File: src/sv/gc2p_pkg.sv
// ============================================================================
// gc2p_pkg: shared types, constants and functions of the polar converter
// Widths, the trig table in Q46, the pipeline item and the square-root digit.
// ============================================================================
package gc2p_pkg;

    localparam int COORD_BITS   = 10;
    localparam int CFG_BITS     = 10;
    localparam int CENTRE_BITS  = CFG_BITS - 1;
    localparam int MAG_BITS     = (COORD_BITS > CENTRE_BITS) ? COORD_BITS : CENTRE_BITS;
    localparam int SQ_BITS      = 2 * MAG_BITS;
    localparam int SUM_BITS     = SQ_BITS + 1;
    localparam int RADIUS_BITS  = COORD_BITS + 1;
    localparam int ANGLE_BITS   = 9;
    localparam int DEG_BITS     = 7;
    localparam int SEARCH_STEPS = DEG_BITS;
    localparam int PIPE_HALVES  = 2 * SEARCH_STEPS;
    localparam int ROOT_DIGITS  = MAG_BITS + 1;
    localparam int DIGITS_PER_STAGE = (ROOT_DIGITS + PIPE_HALVES - 1) / PIPE_HALVES;
    localparam int ROOT_BITS    = PIPE_HALVES * DIGITS_PER_STAGE;
    localparam int RAD_BITS     = 2 * ROOT_BITS;
    localparam int REM_BITS     = ROOT_BITS + 2;
    localparam int TRIG_FRAC    = 46;
    localparam int TRIG_BITS    = TRIG_FRAC + 1;
    localparam int TRIG_ENTRIES = 90;
    localparam int PROD_BITS    = MAG_BITS + TRIG_BITS;

    localparam logic [CFG_BITS-1:0]   GRID_RESET = CFG_BITS'(10);
    localparam logic [DEG_BITS-1:0]   DEG_LIMIT  = DEG_BITS'(TRIG_ENTRIES - 1);
    localparam logic [DEG_BITS-1:0]   DIAG_DEG   = DEG_BITS'(45);
    localparam logic [DEG_BITS-1:0]   PROBE_TOP  = DEG_BITS'(1) << (DEG_BITS - 1);
    localparam logic [ANGLE_BITS-1:0] QUAD_I_DEG   = ANGLE_BITS'(0);
    localparam logic [ANGLE_BITS-1:0] QUAD_II_DEG  = ANGLE_BITS'(90);
    localparam logic [ANGLE_BITS-1:0] QUAD_III_DEG = ANGLE_BITS'(180);
    localparam logic [ANGLE_BITS-1:0] QUAD_IV_DEG  = ANGLE_BITS'(270);
    localparam logic [ANGLE_BITS-1:0] ANGLE_MAX    = ANGLE_BITS'(359);

    localparam logic [63:0] PI_Q60  = 64'h3243F6A8885A308D;
    localparam logic [63:0] ONE_Q62 = 64'h4000000000000000;

    typedef enum logic [1:0] {
        QUAD_I,
        QUAD_II,
        QUAD_III,
        QUAD_IV
    } t_quad;

    typedef logic [TRIG_BITS-1:0] t_trig_tab [TRIG_ENTRIES];

    typedef struct packed {
        logic [RAD_BITS-1:0]  rad;
        logic [REM_BITS-1:0]  rem;
        logic [ROOT_BITS-1:0] root;
    } t_root;

    typedef struct packed {
        logic                 zero;
        logic                 diag;
        t_quad                quad;
        logic [MAG_BITS-1:0]  u;
        logic [MAG_BITS-1:0]  v;
        logic [DEG_BITS-1:0]  deg;
        logic [DEG_BITS-1:0]  probe;
        logic                 cand_ok;
        logic [PROD_BITS-1:0] prod_v;
        logic [PROD_BITS-1:0] prod_u;
        t_root                sq;
    } t_item;

    function automatic logic [63:0] mul_q62(logic [63:0] a, logic [63:0] b);
        logic [127:0] p;
        p = {64'd0, a} * {64'd0, b};
        return p[125:62];
    endfunction

    // rotate by one degree in Q62, round each entry to Q46
    function automatic t_trig_tab build_trig(bit want_sin);
        t_trig_tab   tab;
        logic [63:0] x1, x2, x3, x4, x5, x6, x7, x8;
        logic [63:0] s1, c1, c, s, nc, ns, w;
        x1 = PI_Q60 / 64'd45;
        x2 = mul_q62(x1, x1);
        x3 = mul_q62(x2, x1);
        x4 = mul_q62(x2, x2);
        x5 = mul_q62(x4, x1);
        x6 = mul_q62(x4, x2);
        x7 = mul_q62(x6, x1);
        x8 = mul_q62(x4, x4);
        s1 = x1 - x3 / 64'd6 + x5 / 64'd120 - x7 / 64'd5040;
        c1 = ONE_Q62 - x2 / 64'd2 + x4 / 64'd24 - x6 / 64'd720 + x8 / 64'd40320;
        c  = ONE_Q62;
        s  = 64'd0;
        for (int k = 0; k < TRIG_ENTRIES; k++) begin
            w      = want_sin ? s : c;
            w      = (w + (64'd1 << 15)) >> 16;
            tab[k] = w[TRIG_BITS-1:0];
            nc     = mul_q62(c, c1) - mul_q62(s, s1);
            ns     = mul_q62(s, c1) + mul_q62(c, s1);
            c      = nc;
            s      = ns;
        end
        return tab;
    endfunction

    localparam t_trig_tab COS_Q46 = build_trig(1'b0);
    localparam t_trig_tab SIN_Q46 = build_trig(1'b1);

    function automatic t_root root_digit(t_root s);
        t_root               o;
        logic [REM_BITS-1:0] acc;
        logic [REM_BITS-1:0] trial;
        acc   = {s.rem[REM_BITS-3:0], s.rad[RAD_BITS-1 -: 2]};
        trial = {s.root, 2'b01};
        o.rad = {s.rad[RAD_BITS-3:0], 2'b00};
        if (acc >= trial) begin
            o.rem  = acc - trial;
            o.root = {s.root[ROOT_BITS-2:0], 1'b1};
        end else begin
            o.rem  = acc;
            o.root = {s.root[ROOT_BITS-2:0], 1'b0};
        end
        return o;
    endfunction

endpackage

File: src/sv/gc2p_decide.sv
// ============================================================================
// gc2p_decide: keep or drop the trial degree of one search step
// Compares the products, sets the degree bit and advances the root digits.
// ============================================================================
module gc2p_decide (
    input  logic            i_clk,
    input  logic            i_rst_n,
    input  logic            i_valid,
    input  gc2p_pkg::t_item i_item,
    output logic            o_ready,
    output logic            o_valid,
    output gc2p_pkg::t_item o_item,
    input  logic            i_ready
);
    import gc2p_pkg::*;

    logic  r_valid;
    t_item r_item, n_item;

    assign o_ready = !r_valid || i_ready;
    assign o_valid = r_valid;
    assign o_item  = r_item;

    always_comb begin
        n_item = i_item;
        if (i_item.cand_ok && (i_item.prod_v >= i_item.prod_u)) begin
            n_item.deg = i_item.deg | i_item.probe;
        end
        n_item.probe = i_item.probe >> 1;
        for (int d = 0; d < DIGITS_PER_STAGE; d++) begin
            n_item.sq = root_digit(n_item.sq);
        end
    end

    always_ff @(posedge i_clk) begin
        if (!i_rst_n) begin
            r_valid <= 1'b0;
        end else if (o_ready) begin
            r_valid <= i_valid;
        end
    end

    always_ff @(posedge i_clk) begin
        if (o_ready && i_valid) begin
            r_item <= n_item;
        end
    end

endmodule
File: config.mk
export PLATFORM = sky130hd
export DESIGN_NAME = gc2p_decide
export DESIGN_NICKNAME = d
export VERILOG_FILES = /design/src/sv/gc2p_pkg.sv /design/src/sv/gc2p_decide.sv
export SDC_FILE = /design/constraint.sdc
export NUM_CORES = 1
export LEC_CHECK = 0
export BUFFER_PORTS_ARGS = -buffer_cell sky130_fd_sc_hd__buf_2
export CORE_AREA = 5 5 163 165
export DETAILED_ROUTE_END_ITERATION = 16
export DIE_AREA = 0 0 168 170
export GPL_TIMING_DRIVEN = 0
export PLACE_DENSITY_LB_ADDON = 0.25
export SLEW_MARGIN = 25
export SYNTH_ARGS = -nofsm -noshare
export SYNTH_HDL_FRONTEND = slang
export SYNTH_SLANG_ARGS = --single-unit
export TNS_END_PERCENT = 20
File: constraint.sdc
create_clock -name i_clk -period 7.35 [get_ports i_clk]
set_input_delay 0.735 -clock i_clk [delete_from_list [all_inputs] [get_ports i_clk]]
set_output_delay 0.735 -clock i_clk [all_outputs]
set_load 0.1 [all_outputs]
==> results of run 1 <==
## placed cells by master, fill, tap and decap left out, types with 7 or more instances in the layout
cell,netlist,routed
sky130_fd_sc_hd__nor2_1,17,17
sky130_fd_sc_hd__a21o_1,14,14
sky130_fd_sc_hd__xnor2_1,7,7
sky130_fd_sc_hd__inv_1,78,78
sky130_fd_sc_hd__nand4_1,11,11
sky130_fd_sc_hd__clkbuf_16,0,23
sky130_fd_sc_hd__nand3_1,7,7
sky130_fd_sc_hd__buf_2,0,422
sky130_fd_sc_hd__nand2_1,22,22
sky130_fd_sc_hd__ha_1,73,73
sky130_fd_sc_hd__o21ai_0,16,16
sky130_fd_sc_hd__edfxtp_1,208,208
sky130_fd_sc_hd__a21oi_1,29,29
sky130_fd_sc_hd__mux2_2,7,7
## cells by family after synthesis
logic type | share of synthesized area [%]
AO/OA/AOI/OAI | 6.04
XOR/XNOR | 1.19
adder cells (fa/ha/maj) | 10.4
buffers and inverters | 3.89
flip-flops | 71.0
multiplexers | 2.26
other | 0.0425
AND/OR/NAND/NOR | 5.21
## cell type report
cell class | count | area [um2] | share of cell area, %
Inverter | 78 | 293 | 2.40
Multi-Input combinational cell | 271 | 2220 | 18.2
Tap cell | 330 | 413 | 3.38
Buffer | 6 | 50.0 | 0.410
Timing Repair Buffer | 426 | 2210 | 18.1
Clock inverter | 14 | 173 | 1.41
Sequential cell | 209 | 6270 | 51.3
Clock buffer | 26 | 587 | 4.80
Antenna cell | 1 | 2.50 | 0.0205
## path summary, 6_finish.rpt
| path | start | endpoint | cells after the start | slack, ns |
|---|---|---|---|---|
| setup / recovery | i_item[114] | o_item[185]$_DFFE_PP_ | 10 | 3.65 |
| hold / removal | i_item[54] | o_item[56]$_DFFE_PP_ | 1 | 0.41 |
| hold reg to reg | o_valid$_SDFFE_PN0N_ | o_valid$_SDFFE_PN0N_ | 2 | 0.58 |
| setup reg to reg | o_valid$_SDFFE_PN0N_ | o_item[45]$_DFFE_PP_ | 4 | 5.37 |
## per-layer routing
metal | vias up | global-route usage (%) | part of all wire (%)
met5 | - | 0 | 0.22
met4 | 8 | 4.76 | 2.8
met3 | 47 | 6.92 | 11
met2 | 286 | 30.6 | 50
met1 | 2899 | 19.2 | 37
li1 | 2999 | - | -
## registers in the layout, summed over array words and instances (netlist names)
signal   cells
o_item     208
o_valid      1
## power by group through the flow
stage,Combinational (mW),Sequential (mW),Clock [mW]
after floorplan,0.170,1.99,0
after global placement,0.881,1.46,0
after detailed placement,0.897,1.44,0
after CTS,0.899,1.42,1.21
after global routing,0.933,1.43,1.26
final,0.892,1.42,1.17
## stage by stage
stage / worst slack (ns) / cells / power [mW]
after floorplan: 0.362 / 564 / 2.16
after global placement: -1.08 / 1316 / 2.34
after detailed placement: 2.82 / 1320 / 2.34
after CTS: 3.34 / 1360 / 3.53
after global routing: 3.32 / 1360 / 3.61
final: 3.65 / 1361 / 3.48
## worst reg2reg max path, cell delays in order, from the launching register on
cell and delay [ns]:
sky130_fd_sc_hd__dfxtp_1 0.32, sky130_fd_sc_hd__nand2b_1 0.12, sky130_fd_sc_hd__and2_4 0.54, sky130_fd_sc_hd__buf_16 0.32, sky130_fd_sc_hd__buf_16 0.29
==> implementation parameters, run 1 <==
Parameter                              Value

Logic synthesis
  Library cells used by synthesis    47
  Sequential element share of the synthesized area    71.0%
  Post-synthesis cell type with the largest combined area    sky130_fd_sc_hd__edfxtp_1
  Synth async-reset ratio    0%
  Combined area of all synthesized cells    8820 um2
  Synthesized instance count    562
  Synthesis warning total    0
  Fraction of synthesized cell area taken by the top area cell type    70.8%
  Average instance area after synthesis    15.7 um2
  Number of flops mapped to enable cells by yosys    208
  Number of flip-flops and latches in the synthesized netlist    209
  Commonest cells post-synth    208 x sky130_fd_sc_hd__edfxtp_1, 78 x sky130_fd_sc_hd__inv_1, 73 x sky130_fd_sc_hd__ha_1
  Top post-synthesis cells by area    sky130_fd_sc_hd__edfxtp_1 71%, sky130_fd_sc_hd__ha_1 10%, sky130_fd_sc_hd__inv_1 3.3%
  Most frequent cell after synthesis    sky130_fd_sc_hd__edfxtp_1
  Most used flip-flop cell after synthesis    sky130_fd_sc_hd__edfxtp_1

Timing
  Final count of negative-setup-slack endpoints    0
  Setup repair after global routing missed its margin    false
  Highest Clock Rate    271 MHz
  Final critical path time including I/O delays and setup    3.70 ns
  Final Hold Vio Count    0
  Worst relative slew slack    41.0%
  Count of pins over their slew limit    0
  Tightest Pin Transition    0.874 ns
  Final Hold Slack    0.411 ns
  Setup Total Neg Slack    0 ns
  Final Cycle Share    50.3%
  Clock Skews    0.00742 ns

Power
  Fraction of power consumed by combinational cells    25.6%
  Reported net switching power    1.19 mW
  Worst supply voltage drop on vdd    0.198 mV
  Share of total power consumed by net switching    34.2%
  Leakage    5.61 nW
  Int Power    2.29 mW
  Clock network fraction of total power    33.5%
  Power per unit of standard cell area    285 nW/um2
  Portion of total power attributed to sequential cells    40.8%

Run
  # Max-Cap Violations    0

Die
  Site Rows    58
  Area inside the core boundary    24900 um2
  Die height    170 um
  Starting utilization of the core area    35.4%
  Area of the die    28600 um2
  Chip width    168 um
  I/O pins    428

Critical path
  Cell family with the largest share of critical-path delay    simple AND/OR/NAND/NOR gates
  Startpoint types    input pin
  Endpoint required time on the critical path    7.71 ns
  Cell-by-cell listing of the critical path    buf_2 > inv_1 > ha_1 > nand4_1 > nor4_1 > nand4_1 > nor4_1 > nor4_1 > a41oi_1 > a21o_1
  Crit path buf inv count    2
  Standard cell with the maximum stage delay on the critical path    sky130_fd_sc_hd__a41oi_1
  Arrival time worst endpoint    4.05 ns
  Largest stage delay on the critical path    0.77 ns
  Critical-path maximum fanout    7
  Cell mode on critical path    sky130_fd_sc_hd__nor4_1
  Endpoint kind of the worst setup timing path    flip-flop
  Critical Setup Path Class    input pin to flip-flop

Outcome
  Status    finished clean

Cells and area
  Layout fillers    2232
  Layout cells sized above 1    47.2%
  Net count, final    1303
  Relative area change from synthesis to final layout    38.4%
  Final std cell area, no fill    12200 um2
  Final core utilization    49.1%

Clocking
  Clk slew on worst S/H paths    0.06 ns
  Clock Tree Root    sky130_fd_sc_hd__clkbuf_16
  Gates resized, CTS repair    0
  Sinks on Clock Net    209
  Setup repair bufs after CTS    0
  CTS Buf Count    23
  Latest clock arrival within the worst-skew pair    0.49 ns
  Number of hold buffers added after CTS    0
  Level count of the clock H-tree    1
  TritonCTS clock tree    built
  Clock Tree Buf Depth    3

Routing
  Number of detailed-routing iterations run before antenna repair    5
  Final routed wire length divided by cell count    19.3 um
  First DRT Iteration DRCs    223
  Drt via density    4.58
  Via Count    6239
  Residual DRC count    0
  Post-route antenna net violation count    0
  Total length of routed wires    26.3 mm

Global routing
  Global route overflow    0
  Vias in the first global route    6426
  Largest net degree at the start of global routing    54
  Global-route total usage across every layer    17.2%
  Initial antenna violation count    4
  Global-route wire length before repair    37.9 mm

Placement
  Gpl congestion    0.828
  Placed wire-length estimate after detailed placement    21.5 mm
  Number of buffers added on ports    422
  Placed standard-cell area    11500 um2

Min path
  Classification of the worst-slack hold path    input pin to flip-flop
(Power assumes the default switching activity.)
==> run 2, diff against run 1 <==
==> constraint.sdc (replaced) <==
create_clock -name i_clk -period 3.3 [get_ports i_clk]
set_input_delay 0.33 -clock i_clk [delete_from_list [all_inputs] [get_ports i_clk]]
set_output_delay 0.33 -clock i_clk [all_outputs]
set_load 0.1 [all_outputs]
==> implementation parameters, run 2 (synthesized netlist as in run 1, its figures left out) <==
Parameter                              Value

Die
  Die height    170 um (unchanged)
  Area of the die    28600 um2 (unchanged)
  Starting utilization of the core area    35.4% (unchanged)
  Site Rows    58 (unchanged)
  I/O pins    428 (unchanged)
  Chip width    168 um (unchanged)
  Area inside the core boundary    24900 um2 (unchanged)

Critical path
  Cell mode on critical path    sky130_fd_sc_hd__a21oi_2 (was sky130_fd_sc_hd__nor4_1)
  Startpoint types    input pin (unchanged)
  Endpoint kind of the worst setup timing path    flip-flop (unchanged)
  Crit path buf inv count    4 (was 2)
  Largest stage delay on the critical path    0.51 ns (was 0.77 ns)
  Standard cell with the maximum stage delay on the critical path    sky130_fd_sc_hd__dlygate4sd3_1 (was sky130_fd_sc_hd__a41oi_1)
  Critical Setup Path Class    input pin to flip-flop (unchanged)
  Critical-path maximum fanout    10 (was 7)
  Arrival time worst endpoint    3.29 ns (was 4.05 ns)
  Endpoint required time on the critical path    3.57 ns (was 7.71 ns)
  Cell family with the largest share of critical-path delay    compound AO/OA/AOI/OAI gates (was simple AND/OR/NAND/NOR gates)
  Cell-by-cell listing of the critical path    dlygate4sd3_1 > buf_2 > inv_1 > ha_1 > o21a_1 > o31ai_2 > a21oi_2 > o311ai_2 > a21oi_2 > nand4bb_4 > a31oi_4 > buf_12 > mux2_4 (was buf_2 > inv_1 > ha_1 > nand4_1 > nor4_1 > nand4_1 > nor4_1 > nor4_1 > a41oi_1 > a21o_1)

Cells and area
  Number of flip-flops under the largest register name    208 (unchanged)
  Commonest non-fill, non-tap cell in the layout    sky130_fd_sc_hd__buf_2 (unchanged)
  Net count, final    1438 (was 1303)
  Most frequent cells in the layout    422 x sky130_fd_sc_hd__buf_2, 208 x sky130_fd_sc_hd__edfxtp_1, 134 x sky130_fd_sc_hd__dlygate4sd3_1, 78 x sky130_fd_sc_hd__inv_1, 73 x sky130_fd_sc_hd__ha_1 (was 422 x sky130_fd_sc_hd__buf_2, 208 x sky130_fd_sc_hd__edfxtp_1, 78 x sky130_fd_sc_hd__inv_1, 73 x sky130_fd_sc_hd__ha_1, 29 x sky130_fd_sc_hd__a21oi_1)
  Area of the multi-input gates    2250 um2 (was 2220 um2)
  Relative area change from synthesis to final layout    54.3% (was 38.4%)
  Layout cells sized above 1    42.2% (was 47.2%)
  Final std cell area, no fill    13600 um2 (was 12200 um2)
  Layout fillers    2089 (was 2232)
  Non-filler instance count after layout    1499 (was 1361)
  Reg area    6270 um2 (unchanged)

Min path
  Classification of the worst-slack hold path    input pin to flip-flop (unchanged)

Timing
  Setup repair after global routing missed its margin    false (unchanged)
  Final critical path time including I/O delays and setup    3.02 ns
  Highest Clock Rate    331 MHz
  Final Cycle Share    91.6%
  Clock Skews    0.0241 ns (was 0.00742 ns)
  Final count of negative-setup-slack endpoints    0 (unchanged)
  Worst relative slew slack    48.7% (was 41.0%)
  Final Hold Vio Count    0 (unchanged)
  Tightest Pin Transition    0.762 ns (was 0.874 ns)
  Count of pins over their slew limit    0 (unchanged)

Routing
  Post-route antenna net violation count    0 (unchanged)
  Number of detailed-routing iterations run before antenna repair    4 (was 5)
  Total length of routed wires    28.0 mm (was 26.3 mm)
  Residual DRC count    0 (unchanged)
  Final routed wire length divided by cell count    18.7 um (was 19.3 um)
  First DRT Iteration DRCs    407 (was 223)
  Drt via density    4.57 (was 4.58)
  Via Count    6857 (was 6239)

Power
  Leakage    6.19 nW (was 5.61 nW)
  Worst supply voltage drop on vdd    0.408 mV (was 0.198 mV)
  Power per unit of standard cell area    582 nW/um2 (was 285 nW/um2)

Clocking
  Latest clock arrival within the worst-skew pair    0.52 ns (was 0.49 ns)
  Clock Tree Buf Depth    3 (unchanged)
  Setup repair bufs after CTS    0 (unchanged)
  CTS Buf Count    24 (was 23)
  Level count of the clock H-tree    1 (unchanged)
  Sinks on Clock Net    209 (unchanged)
  TritonCTS clock tree    built (unchanged)
  Clk slew on worst S/H paths    0.06 ns (about the same)
  Clock Tree Root    sky130_fd_sc_hd__clkbuf_16 (unchanged)

Global routing
  Global-route wire length before repair    41.1 mm (was 37.9 mm)
  M2 GR Usage    34.5% (was 30.6%)
  Global route overflow    0 (unchanged)
  Global-route total usage across every layer    18.5% (was 17.2%)
  Initial antenna violation count    5 (was 4)
  Met1 demand-to-capacity share in global routing    20.1% (was 19.2%)
  Met3 track demand over resource in global routing    5.92% (was 6.92%)
  Routing layer with the top usage in global route    met2 (unchanged)
  Vias in the first global route    7143 (was 6426)
  Largest net degree at the start of global routing    50 (was 54)

Placement
  Number of buffers added on ports    422 (unchanged)
  Gpl congestion    0.834 (was 0.828)
  Placed wire-length estimate after detailed placement    21.3 mm (was 21.5 mm)
  Cell Count Post-Placement    1320 (unchanged)
  Placed standard-cell area    11500 um2 (about the same)

Outcome
  Status    finished clean (unchanged)

Run
  # Max-Cap Violations    0 (unchanged)
run 2: worst register-to-register path: cells and delay by family, from the launching register on:
kind / cells / cell delay [ns]
simple gates: 2 / 0.56
flops: 1 / 0.31
buf+inv: 3 / 0.88
run 2: final timing paths:
kind | startpoint | endpoint | slack [ns] | cells after the start
worst min-delay path | i_item[82] | o_item[82]$_DFFE_PP_ | 0.03 | 1
worst min register to register | o_valid$_SDFFE_PN0N_ | o_valid$_SDFFE_PN0N_ | 0.53 | 2
worst max-delay path | i_item[2] | o_item[28]$_DFFE_PP_ | 0.28 | 13
worst max register to register | o_valid$_SDFFE_PN0N_ | o_item[152]$_DFFE_PP_ | 1.19 | 5
run 2: cell type report:
| type | count | area share (%) |
|---|---|---|
| sequential | 209 | 46.0 |
| timing repair buffer | 560 | 26.1 |
| multi-input combinational | 271 | 16.5 |
| clock buffer | 27 | 4.49 |
| tap | 330 | 3.03 |
| inverter | 78 | 2.15 |
| clock inverter | 17 | 1.34 |
| buffer | 6 | 0.368 |
| antenna | 1 | 0.0184 |
run 2: metal layers:
metal | routed length [um] | share of wire, %
met3 | 2710 | 9.7
met5 | 48 | 0.17
met1 | 9870 | 35
met4 | 892 | 3.2
met2 | 14500 | 52
run 2: power breakdown:
| part | switching (mW) | internal (mW) |
|---|---|---|
| clock | 1.06 | 1.58 |
| combinational | 1.63 | 0.495 |
| sequential | 0.0368 | 3.13 |
| total | 2.72 | 5.20 |
run 2: stage by stage:
| step | power (mW) | worst slack (ns) | hold slack [ns] | setup TNS [ns] | util (%) |
|---|---|---|---|---|---|
| after floorplan | 4.78 | 0.0301 | 0.429 | 0 | - |
| after global placement | 5.19 | -0.659 | 0.493 | -4.59 | 45.6 |
| after detailed placement | 5.21 | -0.730 | 0.508 | -5.06 | 46.0 |
| after CTS | 8.01 | 0.00369 | 0.00101 | 0 | 54.6 |
| after global routing | 8.24 | 0.0240 | 0.00411 | 0 | 54.7 |
| final | 7.93 | 0.277 | 0.0251 | 0 | 54.7 |
run 2: repair_timing:
action	4_1_cts	5_1_grt
pin swaps	0	1
hold endpoints to repair	134	0
endpoints found under the setup margin	7	7
hold buffers	134	0
gates resized for setup	1	2
==> run 3, diff against run 2 <==
--- a/config.mk
+++ b/config.mk
@@ -6,12 +6,12 @@
 export NUM_CORES = 1
 export LEC_CHECK = 0
 export BUFFER_PORTS_ARGS = -buffer_cell sky130_fd_sc_hd__buf_2
-export CORE_AREA = 5 5 163 165
+export CORE_AREA = 5 5 165 167
 export DETAILED_ROUTE_END_ITERATION = 16
-export DIE_AREA = 0 0 168 170
+export DIE_AREA = 0 0 170 172
 export GPL_TIMING_DRIVEN = 0
 export PLACE_DENSITY_LB_ADDON = 0.25
-export SLEW_MARGIN = 25
+export SLEW_MARGIN = 15
 export SYNTH_ARGS = -nofsm -noshare
 export SYNTH_HDL_FRONTEND = slang
 export SYNTH_SLANG_ARGS = --single-unit
==> implementation parameters, run 3 (synthesized netlist as in run 1, its figures left out) <==
Parameter                              Value

Critical path
  Arrival time worst endpoint    3.37 ns (was 3.29 ns)
  Cell-by-cell listing of the critical path    dlygate4sd3_1 > buf_2 > inv_1 > ha_1 > o21a_1 > o31ai_2 > a21oi_2 > o311ai_4 > a21oi_2 > nand4bb_4 > a31oi_4 > buf_12 > mux2_4 (was dlygate4sd3_1 > buf_2 > inv_1 > ha_1 > o21a_1 > o31ai_2 > a21oi_2 > o311ai_2 > a21oi_2 > nand4bb_4 > a31oi_4 > buf_12 > mux2_4)
  Endpoint required time on the critical path    3.56 ns (was 3.57 ns)
  Critical Setup Path Class    input pin to flip-flop (unchanged)
  Critical-path maximum fanout    10 (unchanged)
  Startpoint of the worst-slack reg-to-reg timing path    o_valid$_SDFFE_PN0N_ (unchanged)
  Endpoint kind of the worst setup timing path    flip-flop (unchanged)
  Cell mode on critical path    sky130_fd_sc_hd__a21oi_2 (unchanged)
  Largest stage delay on the critical path    0.53 ns (was 0.51 ns)
  Startpoint types    input pin (unchanged)
  R2r worst-path depth    4 (was 5)
  Standard cell with the maximum stage delay on the critical path    sky130_fd_sc_hd__dlygate4sd3_1 (unchanged)
  Capture instance of the worst register-to-register path    o_item[100]$_DFFE_PP_ (was o_item[152]$_DFFE_PP_)
  Worst setup slack for register-to-register paths    1.69 ns (was 1.19 ns)

Placement
  Cell Count Post-Placement    1325 (was 1320)
  Gpl congestion    0.767 (was 0.834)
  Placed standard-cell area    11500 um2 (about the same)
  Placed wire-length estimate after detailed placement    21.5 mm (was 21.3 mm)
  Number of buffers added on ports    422 (unchanged)
  Pre-CTS setup slack    -0.740 ns (was -0.730 ns)

Cells and area
  Most frequent cells in the layout    422 x sky130_fd_sc_hd__buf_2, 208 x sky130_fd_sc_hd__edfxtp_1, 144 x sky130_fd_sc_hd__dlygate4sd3_1, 78 x sky130_fd_sc_hd__inv_1, 73 x sky130_fd_sc_hd__ha_1 (was 422 x sky130_fd_sc_hd__buf_2, 208 x sky130_fd_sc_hd__edfxtp_1, 134 x sky130_fd_sc_hd__dlygate4sd3_1, 78 x sky130_fd_sc_hd__inv_1, 73 x sky130_fd_sc_hd__ha_1)
  Final std cell area, no fill    13700 um2 (was 13600 um2)
  Layout cells sized above 1    41.7% (was 42.2%)
  Commonest non-fill, non-tap cell in the layout    sky130_fd_sc_hd__buf_2 (unchanged)
  Net count, final    1448 (was 1438)
  Non-filler instance count after layout    1515 (was 1499)
  Relative area change from synthesis to final layout    55.3% (was 54.3%)
  Number of flip-flops under the largest register name    208 (unchanged)

Timing
  Final Hold Slack    0.0237 ns (was 0.0251 ns)
  Final Cycle Share    94.4% (was 91.6%)
  Final Hold Vio Count    0 (unchanged)
  Final critical path time including I/O delays and setup    3.12 ns (was 3.02 ns)
  Final count of negative-setup-slack endpoints    0 (unchanged)
  Highest Clock Rate    321 MHz (was 331 MHz)
  Crit path setup slack, layout    0.184 ns (was 0.277 ns)
  Worst relative slew slack    58.7% (was 48.7%)
  Setup repair after global routing missed its margin    false (unchanged)
  Clock Skews    0.00562 ns (was 0.0241 ns)
  Tightest Pin Transition    0.614 ns (was 0.762 ns)
  Count of pins over their slew limit    0 (unchanged)

Clocking
  Sinks on Clock Net    209 (unchanged)
  Clock Tree Root    sky130_fd_sc_hd__clkbuf_16 (unchanged)
  Clk slew on worst S/H paths    0.06 ns (about the same)
  Level count of the clock H-tree    1 (unchanged)
  Clock Tree Buf Depth    3 (unchanged)
  Latest clock arrival within the worst-skew pair    0.51 ns (was 0.52 ns)
  CTS Buf Count    24 (unchanged)
  TritonCTS clock tree    built (unchanged)

Power
  Worst supply voltage drop on vdd    0.440 mV (was 0.408 mV)
  Share of total power consumed by net switching    34.9% (was 34.4%)
  Portion of total power attributed to sequential cells    40.4% (was 39.9%)
  Power per unit of standard cell area    571 nW/um2 (was 582 nW/um2)
  Total power after layout    7.83 mW (was 7.93 mW)
  Reported net switching power    2.74 mW (was 2.72 mW)
  Leakage    6.21 nW (was 6.19 nW)
  Fraction of power consumed by combinational cells    27.3% (was 26.8%)
  Int Power    5.09 mW (was 5.20 mW)
  Clock network fraction of total power    32.3% (was 33.3%)

Die
  I/O pins    428 (unchanged)
  Starting utilization of the core area    34.4% (was 35.4%)
  Die height    172 um (was 170 um)
  Area of the die    29200 um2 (was 28600 um2)
  Area inside the core boundary    25600 um2 (was 24900 um2)
  Chip width    170 um (was 168 um)
  Site Rows    59 (was 58)

Run
  # Max-Cap Violations    0 (unchanged)

Global routing
  Initial antenna violation count    5 (unchanged)
  Vias in the first global route    7038 (was 7143)
  Global route overflow    0 (unchanged)
  Global-route wire length before repair    40.3 mm (was 41.1 mm)
  Largest net degree at the start of global routing    61 (was 50)
  Global-route total usage across every layer    18.0% (was 18.5%)

Routing
  Via Count    6835 (was 6857)
  Final routed wire length divided by cell count    18.6 um (was 18.7 um)
  Number of detailed-routing iterations run before antenna repair    4 (unchanged)
  Total length of routed wires    28.2 mm (was 28.0 mm)
  Residual DRC count    0 (unchanged)
  First DRT Iteration DRCs    318 (was 407)
  Drt via density    4.51 (was 4.57)
  Post-route antenna net violation count    0 (unchanged)

Min path
  Hold_sp    i_item[124] (was i_item[82])
  Instance count along the most critical hold path    1 (unchanged)
  Classification of the worst-slack hold path    input pin to flip-flop (unchanged)
  Endpoint of the worst hold-timing path    o_item[124]$_DFFE_PP_ (was o_item[82]$_DFFE_PP_)

Outcome
  Status    finished clean (unchanged)
run 3: changes by cell type in the layout (fill, tap and decap cells not counted), sizes merged:
cell | previous run | this run
bufinv | 3 | 1
clkinvlp | 2 | 4
diode | 1 | 2
dlygate4sd3 | 134 | 144
run 3: worst max-delay path by stage:
stage,startpoint,endpoint,slack (ns)
floorplan,o_valid$_SDFFE_PN0N_,o_item[0]$_DFFE_PP_,0.03
global placement,i_item[113],o_item[180]$_DFFE_PP_,-0.69
detailed placement,i_item[113],o_item[180]$_DFFE_PP_,-0.74
CTS,i_item[127],o_item[180]$_DFFE_PP_,0.003
global route,i_item[79],o_item[180]$_DFFE_PP_,0.06
finish,i_item[1],o_item[28]$_DFFE_PP_,0.18
run 3: per-layer routing:
metal / share of wire (%) / global-route usage (%) / vias to the layer above
met1: 35 / 19.1 / 3228
li1: - / - / 3289
met2: 52 / 33.9 / 266
met3: 10 / 6.88 / 46
met5: 0.092 / 0 / -
met4: 1.9 / 3.85 / 6
run 3: cell type report:
type / instances / area, um2
fillers: 2154 / 11900
clock inverters: 17 / 121
clock buffers: 27 / 633
plain buffers: 6 / 50.0
flip-flops and latches: 209 / 6270
diodes: 2 / 5.00
repair buffers: 570 / 3660
well taps: 335 / 419
inverters: 78 / 293
multi-input cells: 271 / 2260
run 3: critical path, delay by kind of cell:
kind | cells | cell delay, ns
compound gates | 6 | 1.27
simple gates | 1 | 0.22
fa+ha+maj | 1 | 0.36
mux | 1 | 0.30
buf+inv | 4 | 0.89
run 3: repair_timing:
action,in CTS,in global routing
hold endpoints to repair,141,3
endpoints found under the setup margin,7,11
buffers inserted,0,0
resized for setup,1,3
hold buffers,141,3
gates cloned,0,0
run 3: power groups by stage:
stage               Clock [mW]  Combinational [mW]  Sequential [mW]
floorplan                    0               0.380             4.40
global placement             0                1.97             3.22
detailed placement           0                2.00             3.22
CTS                       2.61                2.14             3.16
global route              2.74                2.24             3.17
finish                    2.53                2.14             3.16
run 3: per-stage QoR:
stage	util [%]	setup TNS, ns
after floorplan	-	0
after global placement	44.4	-4.50
after detailed placement	44.8	-4.90
after CTS	53.3	0
after global routing	53.5	0
final	53.5	0
